$ cat config.mk
export PLATFORM = sky130hd
export DESIGN_NAME = multi_channel_relay_auto_controller
export DESIGN_NICKNAME = d
export VERILOG_FILES = /design/src/rca_pkg.sv /design/src/rca_ram.sv /design/src/rca_chan_eval.sv /design/src/multi_channel_relay_auto_controller.sv
export SDC_FILE = /design/constraint.sdc
export NUM_CORES = 1
export LEC_CHECK = 0
export BUFFER_PORTS_ARGS = -buffer_cell sky130_fd_sc_hd__buf_2
export CORE_ASPECT_RATIO = 0.6
export CORE_MARGIN = 10
export CORE_UTILIZATION = 38
export DETAILED_ROUTE_END_ITERATION = 8
export SETUP_SLACK_MARGIN = 0.3
export SLEW_MARGIN = 30
export SYNTH_ARGS = -nofsm -noshare
export SYNTH_HDL_FRONTEND = slang
export SYNTH_SLANG_ARGS = --single-unit
export TNS_END_PERCENT = 100
$ cat constraint.sdc
create_clock -name clk -period 7.4 [get_ports clk]
set_input_delay 0.37 -clock clk [delete_from_list [all_inputs] [get_ports clk]]
set_output_delay 0.37 -clock clk [all_outputs]
set_load 0.05 [all_outputs]
$ cat src/rca_pkg.sv
// ----------------------------------------------------------------------------
// rca_pkg: shared types and constants of the relay auto controller
// Channel settings layout, time scale constants and the per-channel update
// record passed from the evaluator to the top level.
// ----------------------------------------------------------------------------
package rca_pkg;

	localparam int MAX_CH      = 8;
	localparam int SET_W       = 63;
	localparam int CFG_IDX_W   = 4;
	localparam int TEMP_W      = 16;
	localparam int HOUR_W      = 5;
	localparam int MS_W        = 32;
	localparam int CH_W        = 3;

	localparam logic [15:0] MS_PER_MIN = 16'd60000;
	localparam logic [9:0]  MS_PER_SEC = 10'd1000;

	// settings word, most significant field first
	typedef struct packed {
		logic [12:0] duration_s;
		logic [13:0] interval_min;
		logic [4:0]  off_hour;
		logic [4:0]  on_hour;
		logic [11:0] off_temp;
		logic [11:0] on_temp;
		logic        auto_en;
		logic        enable;
	} settings_t;

	typedef struct packed {
		logic valid;
		logic relay_on;
		logic stamp_we;
	} chan_upd_t;

endpackage

$ cat src/rca_ram.sv
// ----------------------------------------------------------------------------
// rca_ram: generic single-write, single-read RAM
// One write port and one read port; read data registered.
// ----------------------------------------------------------------------------
module rca_ram #(
	parameter int WIDTH = 8,
	parameter int DEPTH = 8
) (
	input  logic                                         clk,
	input  logic                                         we,
	input  logic [((DEPTH > 1) ? $clog2(DEPTH) : 1)-1:0] waddr,
	input  logic [WIDTH-1:0]                             wdata,
	input  logic [((DEPTH > 1) ? $clog2(DEPTH) : 1)-1:0] raddr,
	output logic [WIDTH-1:0]                             rdata
);

	logic [WIDTH-1:0] mem [DEPTH];

	always_ff @(posedge clk) begin
		if (we) begin
			mem[waddr] <= wdata;
		end
		rdata <= mem[raddr];
	end

endmodule

$ cat src/rca_chan_eval.sv
// ----------------------------------------------------------------------------
// rca_chan_eval: two-stage per-channel rule evaluator
// Stage one forms the timer limits and the elapsed time from memory data;
// stage two applies temperature, hour and cycle timer rules in order.
// ----------------------------------------------------------------------------
module rca_chan_eval (
	input  logic                        clk,
	input  logic                        arst_n,
	input  logic                        in_valid,
	input  rca_pkg::settings_t          set_in,
	input  logic [rca_pkg::MS_W-1:0]    last_ms,
	input  logic [rca_pkg::MS_W-1:0]    now,
	input  logic signed [rca_pkg::TEMP_W-1:0] temp,
	input  logic [rca_pkg::HOUR_W-1:0]  hour,
	input  logic                        relay_cur,
	output rca_pkg::chan_upd_t          upd
);

	logic                     vld_s2;
	rca_pkg::settings_t       set_s2;
	logic [rca_pkg::MS_W-1:0] d_s2;
	logic [29:0]              ivl_ms_s2;
	logic [22:0]              dur_ms_s2;

	logic [29:0] ivl_ms;
	logic [22:0] dur_ms;

	assign ivl_ms = set_in.interval_min * rca_pkg::MS_PER_MIN;
	assign dur_ms = set_in.duration_s * rca_pkg::MS_PER_SEC;

	always_ff @(posedge clk or negedge arst_n) begin
		if (!arst_n) begin
			vld_s2 <= 1'b0;
		end else begin
			vld_s2 <= in_valid;
		end
	end

	always_ff @(posedge clk) begin
		set_s2    <= set_in;
		d_s2      <= now - last_ms;
		ivl_ms_s2 <= ivl_ms;
		dur_ms_s2 <= dur_ms;
	end

	logic signed [16:0] t_ext, on_ext, off_ext;
	logic               r_t, r_h, r_c, stamp;
	logic               in_window;

	always_comb begin
		t_ext   = {temp[15], temp};
		on_ext  = $signed({5'b0, set_s2.on_temp});
		off_ext = $signed({5'b0, set_s2.off_temp});

		// temperature hysteresis
		r_t = relay_cur;
		if ((set_s2.on_temp != '0) || (set_s2.off_temp != '0)) begin
			if ((t_ext < on_ext) && !relay_cur) begin
				r_t = 1'b1;
			end else if ((t_ext > off_ext) && relay_cur) begin
				r_t = 1'b0;
			end
		end

		// hour window
		in_window = (hour >= set_s2.on_hour) && (hour < set_s2.off_hour);
		r_h = r_t;
		if ((set_s2.on_hour != '0) || (set_s2.off_hour != '0)) begin
			r_h = in_window;
		end

		// cycle timer
		r_c   = r_h;
		stamp = 1'b0;
		if ((set_s2.interval_min != '0) && (set_s2.duration_s != '0)) begin
			if (!r_h && (d_s2 >= {2'b0, ivl_ms_s2})) begin
				r_c   = 1'b1;
				stamp = 1'b1;
			end else if (r_h && (d_s2 >= {9'b0, dur_ms_s2})) begin
				r_c = 1'b0;
			end
		end

		upd.valid = vld_s2;
		if (set_s2.enable && set_s2.auto_en) begin
			upd.relay_on = r_c;
			upd.stamp_we = stamp;
		end else begin
			upd.relay_on = relay_cur;
			upd.stamp_we = 1'b0;
		end
	end

endmodule

$ cat src/multi_channel_relay_auto_controller.sv
// ----------------------------------------------------------------------------
// multi_channel_relay_auto_controller: relay channel state keeper
// Per-channel settings and last-switch stamps live in two RAMs; a control
// pass walks the channels through a two-stage evaluator.
// ----------------------------------------------------------------------------
// Usage:
//   Input stream (s_*): one request per item. tuser carries the action,
//   0 = automatic control pass over all channels, 1 = manual set of one
//   channel. Output stream (m_*): exactly one result per request, carrying
//   the relay bits, the active-low pin levels and the accepted flag.
//   Configuration: cfg_we/cfg_index/cfg_data write channel settings; write
//   them only while no request is in flight. Indexes beyond the channel
//   count are dropped.
// Order of work:
//   A control pass: one channel a cycle comes out of the RAM read port, then
//   goes through one evaluator stage and the write-back; after the last
//   write-back the result register is loaded once it is free. A manual set
//   writes its relay on acceptance and loads the result register from the
//   response state. One request is worked on at a time, till its result is loaded.
// Reset: arst_n clears all relay flops, and all stamps and all settings at once
//   through per-entry valid bits; no clearing pass is needed.
// Stall: a result waits in the output register; the next request is still
//   taken, and its result is held back until the receiver takes the first.
// ----------------------------------------------------------------------------
module multi_channel_relay_auto_controller #(
	parameter int NUM_OUTPUTS = 8
) (
	input  logic        clk,
	input  logic        arst_n,
	// temp_reading[15:0], hour_of_day[20:16], now_ms[52:21],
	// channel[55:53], manual_on[56], zero fill above
	input  logic [63:0] s_tdata,
	// action[0]
	input  logic [0:0]  s_tuser,
	input  logic        s_tvalid,
	output logic        s_tready,
	// relay_bits[7:0], pin_levels[15:8], accepted[16], zero fill above
	output logic [23:0] m_tdata,
	output logic        m_tvalid,
	input  logic        m_tready,
	input  logic                            cfg_we,
	input  logic [rca_pkg::CFG_IDX_W-1:0]   cfg_index,
	input  logic [rca_pkg::SET_W-1:0]       cfg_data
);

	localparam int AW = (NUM_OUTPUTS > 1) ? $clog2(NUM_OUTPUTS) : 1;
	localparam logic [AW-1:0] LAST_CH = AW'(NUM_OUTPUTS - 1);

	typedef enum logic [2:0] {
		S_IDLE = 3'b001,
		S_PASS = 3'b010,
		S_RESP = 3'b100
	} state_t;

	state_t state_q;

	// unpack the request
	logic                              action;
	logic signed [rca_pkg::TEMP_W-1:0] in_temp;
	logic [rca_pkg::HOUR_W-1:0]        in_hour;
	logic [rca_pkg::MS_W-1:0]          in_now;
	logic [rca_pkg::CH_W-1:0]          in_channel;
	logic                              in_manual_on;

	assign action       = s_tuser[0];
	assign in_temp      = s_tdata[15:0];
	assign in_hour      = s_tdata[20:16];
	assign in_now       = s_tdata[52:21];
	assign in_channel   = s_tdata[55:53];
	assign in_manual_on = s_tdata[56];

	logic accept;
	assign s_tready = (state_q == S_IDLE);
	assign accept   = s_tvalid && s_tready;

	// hold the pass inputs for the whole pass
	logic signed [rca_pkg::TEMP_W-1:0] temp_q;
	logic [rca_pkg::HOUR_W-1:0]        hour_q;
	logic [rca_pkg::MS_W-1:0]          now_q;

	always_ff @(posedge clk) begin
		if (accept) begin
			temp_q <= in_temp;
			hour_q <= in_hour;
			now_q  <= in_now;
		end
	end

	// channel state in flops: relay bits and per-entry valid marks
	logic                   relay_on_q  [NUM_OUTPUTS];
	logic [NUM_OUTPUTS-1:0] set_vld_q;
	logic [NUM_OUTPUTS-1:0] time_vld_q;

	// read sequencing
	logic          issuing_q;
	logic [AW-1:0] issue_q;
	logic          rd_s1;
	logic [AW-1:0] idx_s1;
	logic [AW-1:0] idx_s2;
	logic          set_vld_s1;
	logic          time_vld_s1;

	// RAMs
	logic                          cfg_hit;
	logic [rca_pkg::SET_W-1:0]     set_rdata;
	logic [rca_pkg::MS_W-1:0]      time_rdata;
	rca_pkg::chan_upd_t            upd;
	logic                          time_we;

	assign cfg_hit = cfg_we && ({1'b0, cfg_index} < 5'(NUM_OUTPUTS));
	assign time_we = upd.valid && upd.stamp_we;

	rca_ram #(
		.WIDTH (rca_pkg::SET_W),
		.DEPTH (NUM_OUTPUTS)
	) u_set_ram (
		.clk   (clk),
		.we    (cfg_hit),
		.waddr (cfg_index[AW-1:0]),
		.wdata (cfg_data),
		.raddr (issue_q),
		.rdata (set_rdata)
	);

	rca_ram #(
		.WIDTH (rca_pkg::MS_W),
		.DEPTH (NUM_OUTPUTS)
	) u_time_ram (
		.clk   (clk),
		.we    (time_we),
		.waddr (idx_s2),
		.wdata (now_q),
		.raddr (issue_q),
		.rdata (time_rdata)
	);

	// entries never written read as their reset value of zero
	rca_pkg::settings_t       set_s1;
	logic [rca_pkg::MS_W-1:0] last_s1;

	assign set_s1  = set_vld_s1  ? rca_pkg::settings_t'(set_rdata) : '0;
	assign last_s1 = time_vld_s1 ? time_rdata : '0;

	logic relay_cur;
	assign relay_cur = relay_on_q[idx_s2];

	rca_chan_eval u_eval (
		.clk       (clk),
		.arst_n    (arst_n),
		.in_valid  (rd_s1),
		.set_in    (set_s1),
		.last_ms   (last_s1),
		.now       (now_q),
		.temp      (temp_q),
		.hour      (hour_q),
		.relay_cur (relay_cur),
		.upd       (upd)
	);

	logic manual_ok;
	assign manual_ok = ({1'b0, in_channel} < 4'(NUM_OUTPUTS));

	logic out_free;
	assign out_free = !m_tvalid || m_tready;

	// result packing
	logic [7:0] relay_bits, pin_levels;

	always_comb begin
		relay_bits = '0;
		pin_levels = '0;
		for (int i = 0; i < NUM_OUTPUTS; i++) begin
			relay_bits[i] = relay_on_q[i];
			pin_levels[i] = !relay_on_q[i];
		end
	end

	logic        acc_q;
	logic        m_tvalid_q;
	logic [23:0] m_tdata_q;

	assign m_tvalid = m_tvalid_q;
	assign m_tdata  = m_tdata_q;

	// control and state
	always_ff @(posedge clk or negedge arst_n) begin
		if (!arst_n) begin
			state_q     <= S_IDLE;
			issuing_q   <= 1'b0;
			issue_q     <= '0;
			rd_s1       <= 1'b0;
			idx_s1      <= '0;
			idx_s2      <= '0;
			set_vld_s1  <= 1'b0;
			time_vld_s1 <= 1'b0;
			set_vld_q   <= '0;
			time_vld_q  <= '0;
			acc_q       <= 1'b0;
			m_tvalid_q  <= 1'b0;
			for (int i = 0; i < NUM_OUTPUTS; i++) begin
				relay_on_q[i] <= 1'b0;
			end
		end else begin
			// configuration writes mark the entry as holding data
			if (cfg_hit) begin
				set_vld_q[cfg_index[AW-1:0]] <= 1'b1;
			end

			// read issue: one channel a cycle
			rd_s1       <= issuing_q;
			idx_s1      <= issue_q;
			idx_s2      <= idx_s1;
			set_vld_s1  <= set_vld_q[issue_q];
			time_vld_s1 <= time_vld_q[issue_q];
			if (issuing_q) begin
				if (issue_q == LAST_CH) begin
					issuing_q <= 1'b0;
				end else begin
					issue_q <= issue_q + 1'b1;
				end
			end

			// write back the evaluated channel
			if (upd.valid) begin
				relay_on_q[idx_s2] <= upd.relay_on;
				if (upd.stamp_we) begin
					time_vld_q[idx_s2] <= 1'b1;
				end
			end

			// load the output register, or drop it once the receiver takes it
			if ((state_q == S_RESP) && out_free) begin
				m_tvalid_q <= 1'b1;
			end else if (m_tready) begin
				m_tvalid_q <= 1'b0;
			end

			case (state_q)
				S_IDLE: begin
					if (accept) begin
						if (action) begin
							acc_q <= manual_ok;
							if (manual_ok) begin
								relay_on_q[in_channel[AW-1:0]] <= in_manual_on;
							end
							state_q <= S_RESP;
						end else begin
							acc_q     <= 1'b1;
							issuing_q <= 1'b1;
							issue_q   <= '0;
							state_q   <= S_PASS;
						end
					end
				end
				S_PASS: begin
					// advance once the last channel has been written back
					if (upd.valid && (idx_s2 == LAST_CH)) begin
						state_q <= S_RESP;
					end
				end
				S_RESP: begin
					if (out_free) begin
						state_q <= S_IDLE;
					end
				end
				default: begin
					state_q <= S_IDLE;
				end
			endcase
		end
	end

	always_ff @(posedge clk) begin
		if ((state_q == S_RESP) && out_free) begin
			m_tdata_q <= {7'b0, acc_q, pin_levels, relay_bits};
		end
	end

endmodule

Word-level counts from Yosys, hierarchy flattened
Memories as Yosys holds them, arrays and structs flattened. A register that Yosys moved wholly into a read port is not among the register bits. Cells that the tools add are included.

Add/sub/neg operators: 2. Multiply operators: 2. Order comparisons: 16. Equality and inequality tests: 8. Muxes and demuxes: 54. Bitwise gates (word level): 4. Reductions and logical operators: 40.

Operators by type and width (count): two-way mux 63 bit (1); >= comparator 32 x 23 -> 1 bit (1); >= comparator 32 x 30 -> 1 bit (1); two-way mux 32 bit (1); two-way mux 8 bit (4); subtractor 32 bit (1); two-way mux 1 bit (28); two-way mux 3 bit (9); multiplier 14 x 11 -> 25 bit, second input constant (1); nonzero test 12 bit (2); multiplier 13 x 7 -> 20 bit, second input constant (1); bitwise mux 8 bit (2); > comparator 16 x 13 -> 1 bit (1); logical AND 1 bit (16); less-than comparator 16 x 13 -> 1 bit (1); OR 8 bit (2); nonzero test 14 bit (1); nonzero test 13 bit (1); demux 1 bit (select 3 bit) (4); less-than comparator 3 x 4 -> 1 bit, second input constant (3); zero test 1 bit (11); nonzero test 5 bit (2); binary-select mux 1 bit (select 3 bit) (3); equality test 3 bit, second input constant (3); other kinds (18) (26).

Flip-flop bits (word level): 253. Memory bits (writable): 760. Output and inout port bits: 26. Word-level logic and storage cells: 164. Memories kept: 2.

Memories: u_set_ram.mem (depth 8, bits a word 63, read ports 1, clocked after Yosys merged registers in 1, wr ports 1, line rca_ram.sv:17) `logic [WIDTH-1:0] mem [DEPTH];`; u_time_ram.mem (depth 8, bits a word 32, read ports 1, clocked after Yosys merged registers in 1, wr ports 1, line rca_ram.sv:17).

Longest topological paths before layout
Gate-level depths: netlist (run 1).

Depth after elaboration: 20. Depth in mapped cells: 22. Gate-level depth less buffers: 20.

Modules after synthesis
A second synthesis (run 1) with hierarchy kept.

Cell total of the unflattened synthesis: 2721. Area, all modules: 46841.2 µm².

By module, submodules not included: rca_ram (u_set_ram) (instances 1, cells each 804, area each 20229.4 µm²); rca_chan_eval (instances 1, cells each 1153, area each 11305.8 µm²); rca_ram (u_time_ram) (instances 1, cells each 415, area each 10466.3 µm²); multi_channel_relay_auto_controller (instances 1, cells each 349, area each 4839.6 µm²).

Least setup slack after synthesis (run 1)
No wires, ideal clock.

Path kind: input to register. Start: input cfg_index[1] (netlist bit). End: register set_vld_q[0]. Library setup time: 92 ps. Data arrival time: 5696 ps. Setup slack: 1612 ps. Cell stages on the path: 3. Cell sequence: or3b_2 > nor3_1 > or2_2.

Longest elaborated chain between the ends: 5. Elaborated cells between the ends (all ways): 8. Those cells by class: order compare: 3; mux: 2; bitwise: 1; reduce/logical: 2.

RTL lines: start, declared (line multi_channel_relay_auto_controller.sv:42) `input logic [rca_pkg::CFG_IDX_W-1:0] cfg_index,`; less-than comparator 3 x 4 -> 1 bit (implied by the code) or >= comparator 3 x 1 -> 1 bit (tied branches) (line multi_channel_relay_auto_controller.sv:206) `set_vld_q[cfg_index[AW-1:0]] <= 1'b1;`; logical AND 1 bit (implied by the code) (line multi_channel_relay_auto_controller.sv:206); two-way mux 1 bit (implied by the code) (line multi_channel_relay_auto_controller.sv:206); demux 1 bit (select 3 bit) (line multi_channel_relay_auto_controller.sv:206); OR 8 bit (no line); end signal, assigned (line multi_channel_relay_auto_controller.sv:196) `set_vld_q <= '0;`; end signal, assigned by index (line multi_channel_relay_auto_controller.sv:206); end, declared (line multi_channel_relay_auto_controller.sv:91) `logic [NUM_OUTPUTS-1:0] set_vld_q;`.

Parallel ways exist; a longest one is shown, timed or not. A chain may end at the register's enable or synchronous reset.

==> run_results.csv, run 1 <==
group,metric,value,unit
status,status,"finished, final reports clean",
grt,grt.overflow.total,0,
sta,rsz0062_at_grt,"no",
logic_synthesis,synth_edf_count,830,
floorplan,start_util,38.2,%
cts,cts_made_buffers,104,
cts,cts_setup_buffers,0,
sta,hold_viol,0,
placement,numPortBuffers,148,
cts,path_clk_slew,0.07,ns
cts,clockRootBuffer,"clkbuf_16",
logic_synthesis,netlist_area,46400,sq um
route,drt_iter0_drc,1781,
grt,track_usage,14.5,%
route,vias,24000,
sta,setup_viol,0,
run,drv_cap,0,
route,post-route-drc-count,0,
route,viasPerCell,5.02,
cts,clkLatencyLatePin,0.71,ns
cells_and_area,synthToLayoutAreaGrowth,16.8,%
logic_synthesis,ys.flop_type,"edfxtp_1",
worst_setup_path,critPathMaxFanout,21,
cts,cts_htree_levels,3,
cts,hold_buffers,120,
route,drt_wl_total,99600,um
cts,clock_sinks,1105,
grt,grt_pass1_vias,24900,
floorplan,core_area,121000,sq um
sta,period_share,80.4,%
route,first_pass_iters,5,
logic_synthesis,synthTopCellsByCount,"edfxtp_1 (830), dfxtp_1 (232), ha_1 (228)",
logic_synthesis,synth_top_area_share,53.8,%
logic_synthesis,syn_area_per_cell,17.0,sq um
floorplan,num_rows,99,
placement,hpwlAfterDp,61600,um
sta,final_max_slew_viol_count,0,
sta,maxSlewHeadroom,35.6,%
logic_synthesis,yosysSeqAreaShare,66.1,%
grt,antenna_found_initial,10,
worst_setup_path,worstSetupPathType,"flip-flop to flip-flop",
grt,grt_pass1_wl,154000,um
floorplan,design.die.area,137000,sq um
logic_synthesis,async_flop_share,3.89,%
logic_synthesis,yosys_register_bits,1105,
sta,timing.hold.ws,0.0621,ns
sta,tightestPinTransition,0.965,ns
logic_synthesis,synthCells,2723,
worst_setup_path,crit_path_end_kind,"flip-flop",
grt,grt_max_degree,73,
worst_hold_path,hp-class,"primary input to flip-flop",
logic_synthesis,yosys.area.top_type,"edfxtp_1",
sta,fmax,0.168,GHz
logic_synthesis,yosysMostFrequentCell,"edfxtp_1",
logic_synthesis,ys_types,84,
route,postRouteAntennaNets,0,
cells_and_area,final_nets,3513,
worst_setup_path,critical_path_required,7.94,ns
route,wl_per_cell,20.9,um
logic_synthesis,synth_area_leaders,"edfxtp_1 (54%), dfxtp_1 (10%), mux4_2 (9.4%)",
floorplan,die_height,291,um
worst_setup_path,crit_arrival,6.49,ns
sta,period_needed,5.95,ns
cts,cts_tree,"yes",
floorplan,die_w,471,um
floorplan,ios,163,
worst_setup_path,start_kind,"flip-flop",
cts,cts_max_path_buffers,3,
cells_and_area,drive_above_1_share,22.6,%
logic_synthesis,yosys_warnings,0,
cts,cts_resized,0,
sta,setup_tns,0,ns
placement,gp_congestion,0.812,
sta,finClkSkew,0.0562,ns
-- state kept, by name, summed over array words and instances (netlist names), 12 cells and up --
name              cells
u_set_ram.rdata      63
u_time_ram.rdata     32
u_eval.d_s2          32
u_eval.set_s2        39
u_eval.on_ext        12
temp_q               16
now_q                32
m_tdata              17
u_eval.dur_ms_s2     18
u_time_ram.mem      256
u_eval.ivl_ms_s2     24
u_eval.off_ext       12
u_set_ram.mem       504
-- cell usage in the layout, fill, tap and decap left out, types with 9 or more instances in the layout --
| master | instances |
|---|---|
| dlygate4sd3_1 | 120 |
| edfxtp_1 | 830 |
| nor2_1 | 61 |
| buf_2 | 148 |
| nor4_1 | 16 |
| nand2_1 | 95 |
| mux2_2 | 97 |
| fa_1 | 91 |
| or2_2 | 20 |
| nor3_1 | 21 |
| ha_1 | 228 |
| o21a_1 | 10 |
| clkinv_2 | 20 |
| inv_1 | 185 |
| nand4_1 | 12 |
| clkbuf_16 | 106 |
| clkbuf_1 | 14 |
| xor2_1 | 19 |
| nor2b_1 | 16 |
| and3_1 | 9 |
| clkinv_1 | 12 |
| xnor2_1 | 46 |
| nor2_4 | 14 |
| a21o_1 | 34 |
| a21oi_1 | 72 |
| clkinvlp_4 | 9 |
| mux4_2 | 194 |
| dfrtp_1 | 38 |
| nand3_1 | 21 |
| nand2b_1 | 16 |
| buf_4 | 32 |
| dfxtp_1 | 232 |
| bufinv_16 | 16 |
| and2_1 | 65 |
| a211oi_1 | 17 |
| o21bai_1 | 16 |
| o21ai_0 | 40 |
-- final timing paths --
check | slack (ns) | cells after the start | startpoint | end
worst max-delay path | 1.45 | 19 | set_vld_s1 | u_eval.ivl_ms_s2[29]
worst min-delay path | 0.06 | 3 | s_tuser | issue_q[1]
worst max register to register | 1.45 | 19 | set_vld_s1 | u_eval.ivl_ms_s2[29]
worst min register to register | 0.35 | 0 | idx_s1[0] | idx_s2[0]
max in group asynchronous | 6.60 | 3 | arst_n | issue_q[2]
min in group asynchronous | 0.30 | 3 | arst_n | state_q[2]
-- metal layers --
layer | wire length, um | global-route usage, % | up-vias | share of wire (%)
li1 | - | - | 11000 | -
met1 | 50300 | 22.3 | 12300 | 50
met2 | 42200 | 21.0 | 521 | 42
met3 | 5470 | 3.14 | 121 | 5.5
met4 | 1580 | 2.64 | 10 | 1.6
met5 | 63 | 0 | - | 0.063
-- final cells by class --
cell class,instances,area [sq um]
inverter,185,694
multi-input combinational,1357,14800
antenna,3,7.51
clock inverter,71,885
clock buffer,126,2790
tap,1616,2020
timing repair buffer,304,2270
sequential,1105,30700
fill,10500,67200
-- critical path: stages (launching register included) --
cell and delay, ns:
dfrtp_2 0.53, nand2_1 0.23, inv_1 0.37, fa_1 0.51, fa_1 0.56, fa_1 0.45
fa_1 0.51, inv_1 0.06, fa_1 0.54, inv_1 0.05, ha_1 0.37, o21a_1 0.14
o21ai_0 0.07, nand2b_1 0.10, a21oi_1 0.08, a211oi_1 0.38, nor3_1 0.12, nor3_1 0.42
and4_1 0.25, nor3_1 0.05
-- cells by family after synthesis --
family,Yosys count,synth area share [%]
xor gates and xnor gates,65,1.23
other,1,0.00809
and+or+nand+nor,400,4.47
adders and majority gates,319,10.1
AOI/OAI and AO/OA,273,4.07
DFF,1105,66.1
buffers and inverters,267,2.23
muxes,293,11.8
-- stage by stage --
stage | cell area [sq um] | worst slack, ns | utilization, % | instances
detailed placement | 49300 | 1.63 | 40.6 | 4446
global route | 54200 | 1.14 | 44.6 | 4765
global placement | 49200 | 1.58 | 40.5 | 4444
CTS | 54100 | 1.49 | 44.6 | 4763
finish | 54200 | 1.45 | 44.6 | 4767
floorplan | 46400 | 1.61 | - | 2729
Power of run 1 is left out: the tool's default activity adds up to more than one toggle a clock period on the data nets, which glitch-free logic cannot reach.
==> inputs of run 2 (changes only) <==
Settings changed: ABC_AREA set to 1.
Clock period 7.4 ns to 5.3 ns, I/O delays scaled along.
==> run 2 against run 1 <==
Against the previous run:
- design area rose by 2.1%
- sequential cell count stayed put
- first-iteration DRC count is 47% higher
- worst setup slack lost 1.1 ns
- sequential share of layout area down 1.2 points
- clock skew shrank 0.0087 ns
- core utilization up 0.63 points
==> run_results.csv, run 2 <==
group,metric,value,unit
sta,setup_viol,0,
grt,gr-usage-met3,3.53,%
logic_synthesis,netlist_area,47100,sq um
worst_setup_path,crit_arrival,5.48,ns
cells_and_area,synthToLayoutAreaGrowth,17.6,%
cts,cts_tree,"yes",
placement,postPlaceCellArea,50000,sq um
worst_setup_path,worstSetupPathType,"flip-flop to flip-flop",
floorplan,start_util,38.5,%
cts,cts_made_buffers,101,
floorplan,design.die.area,139000,sq um
logic_synthesis,yosys.area.top_type,"edfxtp_1",
logic_synthesis,synth_top_area_share,53.0,%
logic_synthesis,yosys_warnings,0,
floorplan,die_w,474,um
floorplan,core_area,122000,sq um
worst_setup_path,crit_slowest_cell,"fa_1",
cts,path_clk_slew,0.06,ns
floorplan,num_rows,99,
logic_synthesis,synth_edf_count,830,
route,first_pass_iters,5,
cells_and_area,fill_cells,11000,
sta,rsz0062_at_grt,"yes",
route,drt_wl_total,114000,um
grt,grt.overflow.total,0,
sta,hold_viol,0,
placement,gp_congestion,0.852,
cts,cts_htree_levels,3,
placement,place_ws,0.0898,ns
logic_synthesis,ys_types,47,
floorplan,ios,163,
cells_and_area,top_regs,"u_set_ram.mem: 504 flops, u_time_ram.mem: 256 flops, u_set_ram.rdata: 63 flops",
grt,grt_pass1_vias,29500,
sta,setup_tns,0,ns
sta,period_needed,4.93,ns
cells_and_area,mostFrequentLayoutCells,"edfxtp_1 (830), nor2_1 (762), o21ai_0 (428), inv_1 (326), nand2_1 (278)",
cells_and_area,final_nets,4795,
route,vias,30200,
grt,grt_busiest_layer,"met1",
worst_setup_path,cp_cell_sequence,"buf_6, nand2_2, inv_4, fa_1, fa_1, fa_1, fa_1, inv_1, fa_1, inv_1, ha_4, nand2_4, o21ai_1, inv_1, nand2_1, a21oi_2, inv_1, a21oi_2, o21ai_2, nand2_1, nand2_1, nand2_1, nand2_1, xor2_1",
sta,final_max_slew_viol_count,0,
logic_synthesis,yosysMostFrequentCell,"edfxtp_1",
grt,grt_pass1_wl,177000,um
worst_setup_path,critPathMaxFanout,7,
sta,setup_slack,0.374,ns
logic_synthesis,synthTopCellsByCount,"edfxtp_1 (830), nor2_1 (778), o21ai_0 (434)",
cells_and_area,fin_area,55300,sq um
cells_and_area,largest_reg_flops,504,
grt,track_usage,16.1,%
logic_synthesis,ys.flop_type,"edfxtp_1",
placement,numPortBuffers,148,
logic_synthesis,async_flop_share,3.89,%
grt,use_met2,22.3,%
route,postRouteAntennaNets,0,
sta,maxSlewHeadroom,30.9,%
cts,cts_max_path_buffers,3,
logic_synthesis,synth_area_leaders,"edfxtp_1 (53%), dfxtp_1 (9.9%), nor2_1 (6.2%)",
placement,hpwlAfterDp,70500,um
grt,met1_usage,25.5,%
worst_setup_path,critical_path_required,5.86,ns
sta,finClkSkew,0.0476,ns
worst_setup_path,crit_path_end_kind,"flip-flop",
run,drv_cap,0,
sta,tightestPinTransition,1.03,ns
cells_and_area,final_common_cell,"edfxtp_1",
cts,clkLatencyLatePin,0.71,ns
cts,clock_sinks,1105,
floorplan,die_height,293,um
logic_synthesis,synthCells,4014,
worst_setup_path,slowest_delay,0.56,ns
cells_and_area,regMostFlops,"u_set_ram.mem",
grt,antenna_found_initial,15,
status,status,"finished, final reports clean",
cts,clockRootBuffer,"clkbuf_16",
logic_synthesis,syn_area_per_cell,11.7,sq um
worst_hold_path,hp-class,"primary input to flip-flop",
sta,period_share,92.9,%
sta,fmax,0.203,GHz
cells_and_area,drive_above_1_share,11.6,%
route,post-route-drc-count,0,
route,drt_iter0_drc,2621,
worst_setup_path,start_kind,"flip-flop",
route,viasPerCell,4.99,
logic_synthesis,yosysSeqAreaShare,65.1,%
grt,grt_max_degree,160,
route,wl_per_cell,18.8,um
logic_synthesis,yosys_register_bits,1105,
run 2: area by class of cell:
| type | count | area [sq um] | area share (%) |
|---|---|---|---|
| sequential | 1105 | 30700 | 55.4 |
| multi-input combinational | 2397 | 14900 | 26.9 |
| timing repair buffer | 384 | 3030 | 5.47 |
| clock buffer | 141 | 2870 | 5.19 |
| tap | 1616 | 2020 | 3.66 |
| inverter | 350 | 1360 | 2.45 |
| clock inverter | 50 | 503 | 0.909 |
| antenna | 7 | 17.5 | 0.0317 |
run 2: final timing paths:
| check | start | cells past startpoint | slack (ns) | endpoint |
|---|---|---|---|---|
| hold / removal | cfg_index[0] | 3 | 0.17 | set_vld_q[5] |
| hold reg to reg | idx_s1[1] | 0 | 0.35 | idx_s2[1] |
| setup reg to reg | set_vld_s1 | 24 | 0.37 | u_eval.ivl_ms_s2[29] |
| setup / recovery | set_vld_s1 | 24 | 0.37 | u_eval.ivl_ms_s2[29] |
| max in group asynchronous | arst_n | 3 | 4.54 | set_vld_s1 |
| min in group asynchronous | arst_n | 3 | 0.22 | relay_bits[0] |
run 2: critical path: cells and delay by family, from the launching register on:
family | cells | cell delay [ns]
fa+ha+maj | 6 | 2.76
compound gates | 4 | 0.54
flops | 1 | 0.49
buf+inv | 6 | 0.46
simple gates | 7 | 0.43
xor+xnor | 1 | 0.14
run 2: kinds of logic after synthesis:
| group | Yosys count | share of synthesized area [%] |
|---|---|---|
| DFF | 1105 | 65.1 |
| and+or+nand+nor | 1188 | 9.96 |
| adders and majority gates | 319 | 9.93 |
| other | 1 | 0.00797 |
| xor gates and xnor gates | 70 | 1.30 |
| muxes | 1 | 0.0239 |
| buffers and inverters | 518 | 4.21 |
| AOI/OAI and AO/OA | 812 | 9.44 |
run 2: through the flow:
stage | std cells | util [%] | hold slack, ns
2_1_floorplan | 4020 | - | -0.0306
3_3_place_gp | 5692 | 40.9 | 0.333
3_5_place_dp | 5692 | 40.9 | 0.335
4_1_cts | 6018 | 44.8 | 0.116
5_1_grt | 6046 | 45.2 | 0.171
6_report | 6050 | 45.2 | 0.172
run 2: layer usage:
metal	up-vias	share of wire (%)
met1	14700	52
met3	121	7.1
met4	8	1.6
li1	14600	-
met5	-	0.046
met2	826	40
run 2: timing repair:
| action | CTS | global route |
|---|---|---|
| cloned | 0 | 2 |
| endpoints found under the hold margin | 619 | 0 |
| setup buffers | 4 | 21 |
| resized for setup | 16 | 64 |
| pin swaps | 11 | 52 |
| hold buffers | 131 | 0 |
| setup endpoints to repair | 6 | 15 |
Power of run 2 is left out for the same reason.
